## config.mk

```make
export PLATFORM = sky130hd
export DESIGN_NAME = bad_block_remap_unit
export DESIGN_NICKNAME = d
export VERILOG_FILES = /design/src/hw/rtl/bbr_pkg.sv /design/src/hw/rtl/bad_block_remap_unit.sv
export SDC_FILE = /design/constraint.sdc
export NUM_CORES = 2
export LEC_CHECK = 0
export BUFFER_PORTS_ARGS = -buffer_cell sky130_fd_sc_hd__buf_2
export CAP_MARGIN = 0
export CELL_PAD_IN_SITES_DETAIL_PLACEMENT = 1
export CELL_PAD_IN_SITES_GLOBAL_PLACEMENT = 2
export CORE_ASPECT_RATIO = 0.7
export CORE_UTILIZATION = 54
export CTS_BUF_LIST = sky130_fd_sc_hd__clkbuf_16
export CTS_CLUSTER_DIAMETER = 200
export DETAILED_ROUTE_END_ITERATION = 10
export HOLD_SLACK_MARGIN = 0.1
export PLACE_DENSITY_LB_ADDON = 0.1
export SLEW_MARGIN = 20
export SYNTH_ARGS = -nofsm -noshare
export SYNTH_HDL_FRONTEND = slang
export SYNTH_SLANG_ARGS = --single-unit
```

## constraint.sdc

```tcl
create_clock -name clock -period 20.1 [get_ports clock]
set_clock_uncertainty 0.1 [all_clocks]
set_input_delay 3.015 -clock clock [delete_from_list [all_inputs] [get_ports clock]]
set_output_delay 3.015 -clock clock [all_outputs]
set_load 0.05 [all_outputs]
```

## src/hw/rtl/bbr_pkg.sv

```systemverilog
// bbr_pkg: types, constants and helper functions of the bad block remap unit
// depends on nothing; imported by bad_block_remap_unit and tb
`timescale 1ns / 1ps

package bbr_pkg;

   // disk geometry limits
   localparam int MAX_SECTORS = 4096;
   localparam int SPARE_LIMIT = 64;
   localparam int MIN_SPARE   = 4;

   localparam int SECTOR_W = $clog2(MAX_SECTORS);       // sector index bits
   localparam int NUM_W    = $clog2(MAX_SECTORS + 1);   // sector count bits
   localparam int CNT_W    = $clog2(SPARE_LIMIT + 1);   // spare count bits
   localparam int REMAP_W  = 32;

   // bitmap memory organisation: one row of bits per memory word
   localparam int ROW_BITS = 64;
   localparam int ROW_W    = $clog2(ROW_BITS);
   localparam int ROWS     = MAX_SECTORS / ROW_BITS;
   localparam int ADDR_W   = (ROWS > 1) ? $clog2(ROWS) : 1;

   // remainder unit: DIGIT dividend bits per cycle
   localparam int DIGIT     = 4;
   localparam int DIV_STEPS = (SECTOR_W + DIGIT - 1) / DIGIT;
   localparam int DIV_W     = DIV_STEPS * DIGIT;
   localparam int STEP_W    = (DIV_STEPS > 1) ? $clog2(DIV_STEPS) : 1;

   // request codes; code 3 behaves as a query
   localparam logic [1:0] REQ_MARK   = 2'd0;
   localparam logic [1:0] REQ_QUERY  = 2'd1;
   localparam logic [1:0] REQ_ACCESS = 2'd2;

   localparam logic [NUM_W-1:0] TOTAL_RESET = NUM_W'(4096);

   typedef struct packed {
      logic [1:0]  req_type;
      logic [31:0] sector;
   } bbr_req_type;

   typedef struct packed {
      logic               status;
      logic [11:0]        phys_sector;
      logic               was_remapped;
      logic               bad_flag;
      logic [12:0]        bad_total;
      logic [REMAP_W-1:0] remap_total;
   } bbr_rsp_type;

   typedef struct packed {
      logic [NUM_W-1:0]    n;       // effective sector count
      logic [CNT_W-1:0]    cnt;     // spare pool size
      logic [SECTOR_W-1:0] first;   // first spare sector
   } bbr_geom_type;

   typedef enum logic [1:0] {
      ST_CLEAR,
      ST_IDLE,
      ST_DIV,
      ST_UPDATE
   } bbr_state_type;

   function automatic bbr_geom_type spare_geom(input logic [NUM_W-1:0] total);
      bbr_geom_type      g;
      logic [NUM_W-1:0]  quarter;
      if (total < NUM_W'(MIN_SPARE)) begin
         g.n = NUM_W'(MIN_SPARE);
      end else if (total > NUM_W'(MAX_SECTORS)) begin
         g.n = NUM_W'(MAX_SECTORS);
      end else begin
         g.n = total;
      end
      quarter = g.n >> 2;
      if (quarter > NUM_W'(SPARE_LIMIT)) begin
         g.cnt = CNT_W'(SPARE_LIMIT);
      end else if (quarter < NUM_W'(MIN_SPARE)) begin
         g.cnt = CNT_W'(MIN_SPARE);
      end else begin
         g.cnt = quarter[CNT_W-1:0];
      end
      g.first = SECTOR_W'(g.n - NUM_W'(g.cnt));
      return g;
   endfunction

   // restoring remainder over one digit of the dividend, msb first
   function automatic logic [CNT_W-1:0] mod_digit(input logic [CNT_W-1:0] rem,
                                                  input logic [DIGIT-1:0] bits,
                                                  input logic [CNT_W-1:0] cnt);
      logic [CNT_W:0]   r;
      logic [CNT_W-1:0] acc;
      acc = rem;
      for (int i = DIGIT - 1; i >= 0; i--) begin
         r = {acc, bits[i]};
         if (r >= {1'b0, cnt}) begin
            r = r - {1'b0, cnt};
         end
         acc = r[CNT_W-1:0];
      end
      return acc;
   endfunction

endpackage

```

## src/hw/rtl/bad_block_remap_unit.sv

```systemverilog
// bad_block_remap_unit: bad sector bitmap, counters and spare pool translation
// depends on bbr_pkg
`timescale 1ns / 1ps

// A transaction is taken when start is high and busy is low; its result appears on
// rsp_data for exactly one cycle with rsp_strobe and must be taken then, as there is
// no way to hold it off. Mark and query transactions, and any transaction naming an
// out-of-range sector, go from acceptance straight to the update state: the bitmap
// row is read at acceptance and written back in the update cycle. In-range access
// transactions pass through the divide state first, where the spare slot
// remainder is worked out 4 bits a cycle over the 12-bit sector. The bitmap sits in a
// 64 x 64-bit memory; after reset and after every csr write a clearing pass zeroes
// it one row a cycle while busy stays high. A csr write also zeroes both counters.

module bad_block_remap_unit
   import bbr_pkg::*;
(
   input  logic                clock,
   input  logic                reset,
   input  logic                start,
   output logic                busy,
   input  bbr_req_type         req_data,
   output logic                rsp_strobe,
   output bbr_rsp_type         rsp_data,
   input  logic                csr_write_en,
   input  logic [NUM_W-1:0]    csr_write_data
);

   bbr_state_type       state_ff, state_in;
   bbr_geom_type        geom_ff;
   logic [ADDR_W-1:0]   clr_row_ff;
   logic [1:0]          type_ff;
   logic [SECTOR_W-1:0] sec_ff;
   logic                oor_ff;
   logic [DIV_W-1:0]    div_sh_ff;
   logic [CNT_W-1:0]    rem_ff;
   logic [STEP_W-1:0]   step_ff;
   logic [12:0]         bad_cnt_ff, bad_cnt_in;
   logic [REMAP_W-1:0]  remap_cnt_ff, remap_cnt_in;
   logic                rsp_strobe_ff;
   bbr_rsp_type         rsp_ff, rsp_in;

   logic [ROW_BITS-1:0] bitmap_mem [ROWS];
   logic [ROW_BITS-1:0] rd_row_ff;
   logic                mem_wr_en;
   logic [ADDR_W-1:0]   mem_wr_addr;
   logic [ROW_BITS-1:0] mem_wr_data;

   logic                accept;
   logic                req_oor;
   logic                cur_bit;
   logic [SECTOR_W-1:0] spare_slot;
   logic                remap_hit;

   assign accept = (state_ff == ST_IDLE) && start;
   assign req_oor = (req_data.sector[31:NUM_W] != '0) ||
                    (req_data.sector[NUM_W-1:0] >= geom_ff.n);

   assign cur_bit    = rd_row_ff[sec_ff[ROW_W-1:0]];
   assign spare_slot = geom_ff.first + SECTOR_W'(rem_ff);
   assign remap_hit  = !oor_ff && (type_ff == REQ_ACCESS) && cur_bit &&
                       (spare_slot != sec_ff);

   // next state
   always_comb begin
      state_in = state_ff;
      unique case (state_ff)
         ST_CLEAR: begin
            if (clr_row_ff == ADDR_W'(ROWS - 1)) state_in = ST_IDLE;
         end
         ST_IDLE: begin
            if (start) begin
               if (!req_oor && (req_data.req_type == REQ_ACCESS)) state_in = ST_DIV;
               else state_in = ST_UPDATE;
            end
         end
         ST_DIV: begin
            if (step_ff == STEP_W'(DIV_STEPS - 1)) state_in = ST_UPDATE;
         end
         ST_UPDATE: state_in = ST_IDLE;
         default: state_in = ST_CLEAR;
      endcase
      // a csr write restarts the clearing pass
      if (csr_write_en) state_in = ST_CLEAR;
   end

   // outputs of the sequencer
   always_comb begin
      busy         = 1'b1;
      mem_wr_en    = 1'b0;
      mem_wr_addr  = sec_ff[SECTOR_W-1:ROW_W];
      mem_wr_data  = rd_row_ff;
      bad_cnt_in   = bad_cnt_ff;
      remap_cnt_in = remap_cnt_ff;
      rsp_in       = rsp_ff;
      unique case (state_ff)
         ST_CLEAR: begin
            mem_wr_en   = 1'b1;
            mem_wr_addr = clr_row_ff;
            mem_wr_data = '0;
         end
         ST_IDLE: busy = 1'b0;
         ST_DIV: ;
         ST_UPDATE: begin
            if (!oor_ff && (type_ff == REQ_MARK) && !cur_bit) begin
               mem_wr_en = 1'b1;
               mem_wr_data[sec_ff[ROW_W-1:0]] = 1'b1;
               bad_cnt_in = bad_cnt_ff + 13'd1;
            end
            if (remap_hit) remap_cnt_in = remap_cnt_ff + REMAP_W'(1);
            rsp_in.status       = oor_ff;
            rsp_in.phys_sector  = '0;
            rsp_in.was_remapped = remap_hit;
            rsp_in.bad_flag     = 1'b0;
            rsp_in.bad_total    = bad_cnt_in;
            rsp_in.remap_total  = remap_cnt_in;
            if (!oor_ff) begin
               rsp_in.bad_flag = (type_ff == REQ_MARK) ? 1'b1 : cur_bit;
               if (type_ff == REQ_ACCESS) begin
                  rsp_in.phys_sector = cur_bit ? spare_slot : sec_ff;
               end
            end
         end
         default: ;
      endcase
   end

   always_ff @(posedge clock) begin
      if (reset) begin
         state_ff      <= ST_CLEAR;
         geom_ff       <= spare_geom(TOTAL_RESET);
         clr_row_ff    <= '0;
         bad_cnt_ff    <= '0;
         remap_cnt_ff  <= '0;
         rsp_strobe_ff <= 1'b0;
         step_ff       <= '0;
      end else begin
         state_ff      <= state_in;
         rsp_strobe_ff <= (state_ff == ST_UPDATE);
         if (csr_write_en) begin
            geom_ff      <= spare_geom(csr_write_data);
            clr_row_ff   <= '0;
            bad_cnt_ff   <= '0;
            remap_cnt_ff <= '0;
         end else begin
            if (state_ff == ST_CLEAR) clr_row_ff <= clr_row_ff + ADDR_W'(1);
            bad_cnt_ff   <= bad_cnt_in;
            remap_cnt_ff <= remap_cnt_in;
         end
         if (accept) step_ff <= '0;
         else if (state_ff == ST_DIV) step_ff <= step_ff + STEP_W'(1);
      end
   end

   // transaction payload and remainder unit
   always_ff @(posedge clock) begin
      rsp_ff <= rsp_in;
      if (accept) begin
         type_ff   <= req_data.req_type;
         sec_ff    <= req_data.sector[SECTOR_W-1:0];
         oor_ff    <= req_oor;
         div_sh_ff <= DIV_W'(req_data.sector[SECTOR_W-1:0]);
         rem_ff    <= '0;
      end else if (state_ff == ST_DIV) begin
         rem_ff    <= mod_digit(rem_ff, div_sh_ff[DIV_W-1 -: DIGIT], geom_ff.cnt);
         div_sh_ff <= div_sh_ff << DIGIT;
      end
   end

   // bitmap memory; the row is read at acceptance and written back in the update
   // cycle, and the next read comes no earlier than the edge after that write
   always_ff @(posedge clock) begin
      if (mem_wr_en) bitmap_mem[mem_wr_addr] <= mem_wr_data;
      if (accept) rd_row_ff <= bitmap_mem[req_data.sector[SECTOR_W-1:ROW_W]];
   end

   assign rsp_strobe = rsp_strobe_ff;
   assign rsp_data   = rsp_ff;

   a_no_write_idle: assert property (@(posedge clock) disable iff (reset)
      (state_ff == ST_IDLE) |-> !mem_wr_en)
      else $error("bitmap written while idle");

   a_strobe_after_update: assert property (@(posedge clock) disable iff (reset)
      rsp_strobe |-> ($past(state_ff) == ST_UPDATE))
      else $error("result strobe without an update cycle");

   a_bad_cnt_stable: assert property (@(posedge clock) disable iff (reset)
      (!$past(reset) && !$past(csr_write_en) && ($past(state_ff) != ST_UPDATE))
      |-> $stable(bad_cnt_ff))
      else $error("bad counter moved outside an update");

   a_remap_in_pool: assert property (@(posedge clock) disable iff (reset)
      (rsp_strobe && rsp_data.was_remapped) |-> (rsp_data.phys_sector >= geom_ff.first))
      else $error("remapped sector outside the spare pool");

endmodule

```

==> impl_metrics.yaml <==
run_status:
  status: "completed"
routing:
  ant_nets: 0
  vias_per_cell: 6.95
  vias: 84600
  routedWlPerCell_um: 41.2
  first_pass_iters: 5
  routed_wl_um: 501000
  drtIter0Drc: 13300
  drc: 0
timing:
  max_freq_mhz: 104
  drv_slew: 0
  final_hold_viol_count: 0
  worst_pin_slew_ps: 1220
  fin_tns_setup_ps: 0
  finalWorstSetupSlack_ps: 10490
  period_share_pct: 47.8
  fin_crit_ps: 9610
  setup_viol: 0
  max-slew-margin-rel_pct: 18.5
  rsz0062_at_grt: "false"
worst_setup_path:
  crit_slowest_cell: "a211oi_2"
  arrival_ps: 10360
  critPathLaunch: "geom_ff[12]$_SDFFE_PP0P_"
  cp.required_ps: 20850
  reg2reg_from: "geom_ff[12]$_SDFFE_PP0P_"
  crit_path_max_fanout: 10
  crit_path_start_kind: "register"
  crit_path_end_kind: "register"
  slowest_delay_ps: 700
  path_class: "reg2reg"
logic_synthesis:
  syn_area_um2: 169000
  syn-num-nets: 7422
  synth_edf_count: 4247
  yosysSeqAreaShare_pct: 76.5
  synth_cells: 7302
  async_flop_share_pct: 0
  synth_seq_cells: 4342
  synth_cell_types: 74
  syn_area_per_cell_um2: 23.2
  synth_flop_cell: "edfxtp_1"
  ys_warn_count: 0
clock_tree:
  cts_setup_buffers: 0
  cts_sinks: 4342
  insertion_delay_ps: 950
  clock_path_buffers: 4
  cts_resized: 0
  cts.htree.levels: 5
  path_clk_slew_ps: 70
  tritoncts: "done"
  clock-root-buffer: "clkbuf_16"
  cts_buffers: 406
  ctsHoldBuffers: 0
power_and_ir_drop:
  combPwrFrac_pct: 2.3
  vdd_drop_max_mv: 0.0816
  leakage_nw: 49.1
  p_sw_mw: 3.64
  seq_power_share_pct: 54.9
  p_clk_share_pct: 42.8
  power_per_cell_area_nw_per_um2: 94.1
  cellInternalPower_mw: 14.2
  switching_share_pct: 20.4
hold_path:
  hold_path.class: "reg2reg"
  worstHoldStart: "geom_ff[29]$_SDFFE_PP0P_"
placement:
  dpl.hpwl_um: 262000
  place.gp.congestion: 0.815
  dpl_worst_slack_ps: 10630
  dpl-instance-area_um2: 177000
  io_buffers: 112
grt:
  grt_overflow: 0
  grt_pass1_wl_um: 689000
  track_usage_pct: 31.8
  grt_max_degree: 161
  antenna_found_initial: 15
  grt_pass1_vias: 84600
final_layout:
  layout-drive-gt1-share_pct: 30.7
  multi_input_area_um2: 39000
  fillCellCount: 24700
  fin_area_um2: 190000
  post-route-util_pct: 61.1
  seqCellArea_um2: 129000
  final_common_cell: "edfxtp_1"
  final_cell_mix: "edfxtp_1, mux4_2, clkbuf_16"
  syn2layout_area_growth_pct: 12.3
  nets: 7808
die:
  die_w_um: 671
  die_height_um: 470
  fp.coreArea_um2: 311000
  die_area_um2: 315000
  row_count: 171
  ioPinCount: 113
  start_util_pct: 54.4
flow_run:
  drv_cap: 0
worst max-delay path, delay by kind of cell (launching register included):
kind	cells	cell delay (ps)
compound gates	18	5030
fa+ha+maj	5	1850
buf+inv	2	200
flops	1	460
mux	3	1060
simple gates	4	850
cells by family after synthesis:
group           Yosys count  share of synthesized area [%]
fa+ha+maj                69                          0.537
buf+inv                 451                           1.02
flops                  4342                           76.5
mux                    1415                           18.4
simple gates            592                           1.66
compound gates          325                           1.29
xor+xnor                108                          0.568
per-layer routing:
layer  part of all wire, %  routed length, um  vias to the layer above  GRT usage (%)
met3                    11              55200                      817           6.01
met2                    46             228000                     5331           47.7
met4                   3.3              16300                       12           9.25
met5                 0.016                 79                        -              0
met1                    40             201000                    46400           48.3
li1                      -                  -                    32000              -
registers in the layout, indices dropped and copies added (netlist names), 2 cells and up:
signal / cells
bitmap_mem: 4096
rd_row_ff: 64
rsp_data: 60
geom_ff: 32
remap_cnt_ff: 32
bad_cnt_ff: 13
div_sh_ff: 12
sec_ff: 12
rem_ff: 7
clr_row_ff: 6
state_ff: 2
step_ff: 2
type_ff: 2
metrics by stage:
step | instances | total power [mW] | hold WS [ps]
finish | 12200 | 17.9 | 367
global route | 12200 | 18.2 | 385
CTS | 12200 | 17.9 | 369
detailed placement | 11400 | 10.4 | 358
global placement | 11400 | 10.4 | 357
floorplan | 7302 | 10.3 | 341
worst paths after layout:
kind                         endpoint  slack, ps  depth (start not counted)
min reg2reg  geom_ff[29]$_SDFFE_PP0P_        370                          2
min          geom_ff[29]$_SDFFE_PP0P_        370                          2
max reg2reg    rem_ff[0]$_SDFFE_PP0P_      10490                         32
max            rem_ff[0]$_SDFFE_PP0P_      10490                         32
final cells by class:
type / instances / area share (%)
Antenna cell: 6 / 0.00791
Clock buffer: 414 / 5.46
Clock inverter: 323 / 1.38
Inverter: 68 / 0.137
Multi-Input combinational cell: 2509 / 20.6
Sequential cell: 4342 / 68.2
Tap cell: 4152 / 2.74
Timing Repair Buffer: 361 / 1.55
cell usage after synthesis, types with 5 or more instances:
master / n / share of area (%)
edfxtp_1: 4247 / 75
mux4_2: 1350 / 18
clkbuf_1: 270 / 0.60
nor2_1: 194 / 0.43
nand2_1: 149 / 0.33
buf_1: 101 / 0.22
o21ai_0: 97 / 0.29
dfxtp_1: 95 / 1.1
xnor2_1: 67 / 0.35
a21oi_1: 66 / 0.20
inv_1: 64 / 0.14
ha_1: 63 / 0.47
nand3_1: 48 / 0.14
xor2_1: 40 / 0.21
mux2i_1: 36 / 0.21
mux2_2: 29 / 0.19
nor3_1: 27 / 0.080
a22o_1: 25 / 0.13
or3_1: 25 / 0.092
nand4_1: 24 / 0.089
nor2b_1: 23 / 0.085
nor4_1: 21 / 0.078
and3_1: 20 / 0.074
nand2b_1: 18 / 0.067
a21o_1: 16 / 0.071
o2111ai_1: 15 / 0.078
a211oi_1: 14 / 0.062
o21a_1: 12 / 0.053
o211ai_1: 10 / 0.044
and4_1: 8 / 0.041
buf_2: 8 / 0.024
or4_1: 8 / 0.036
and2_1: 7 / 0.026
o31ai_1: 7 / 0.031
or2_2: 7 / 0.026
fa_1: 6 / 0.071
a31oi_1: 5 / 0.018
power by group through the flow:
stage	Clock, mW	Sequential, mW	Combinational (mW)
6_report	7.64	9.81	0.410
5_1_grt	7.98	9.81	0.433
4_1_cts	7.69	9.81	0.415
3_5_place_dp	0	10.0	0.414
3_3_place_gp	0	10.0	0.414
2_1_floorplan	0	10.0	0.289
Power figures use the tool's default switching activity.
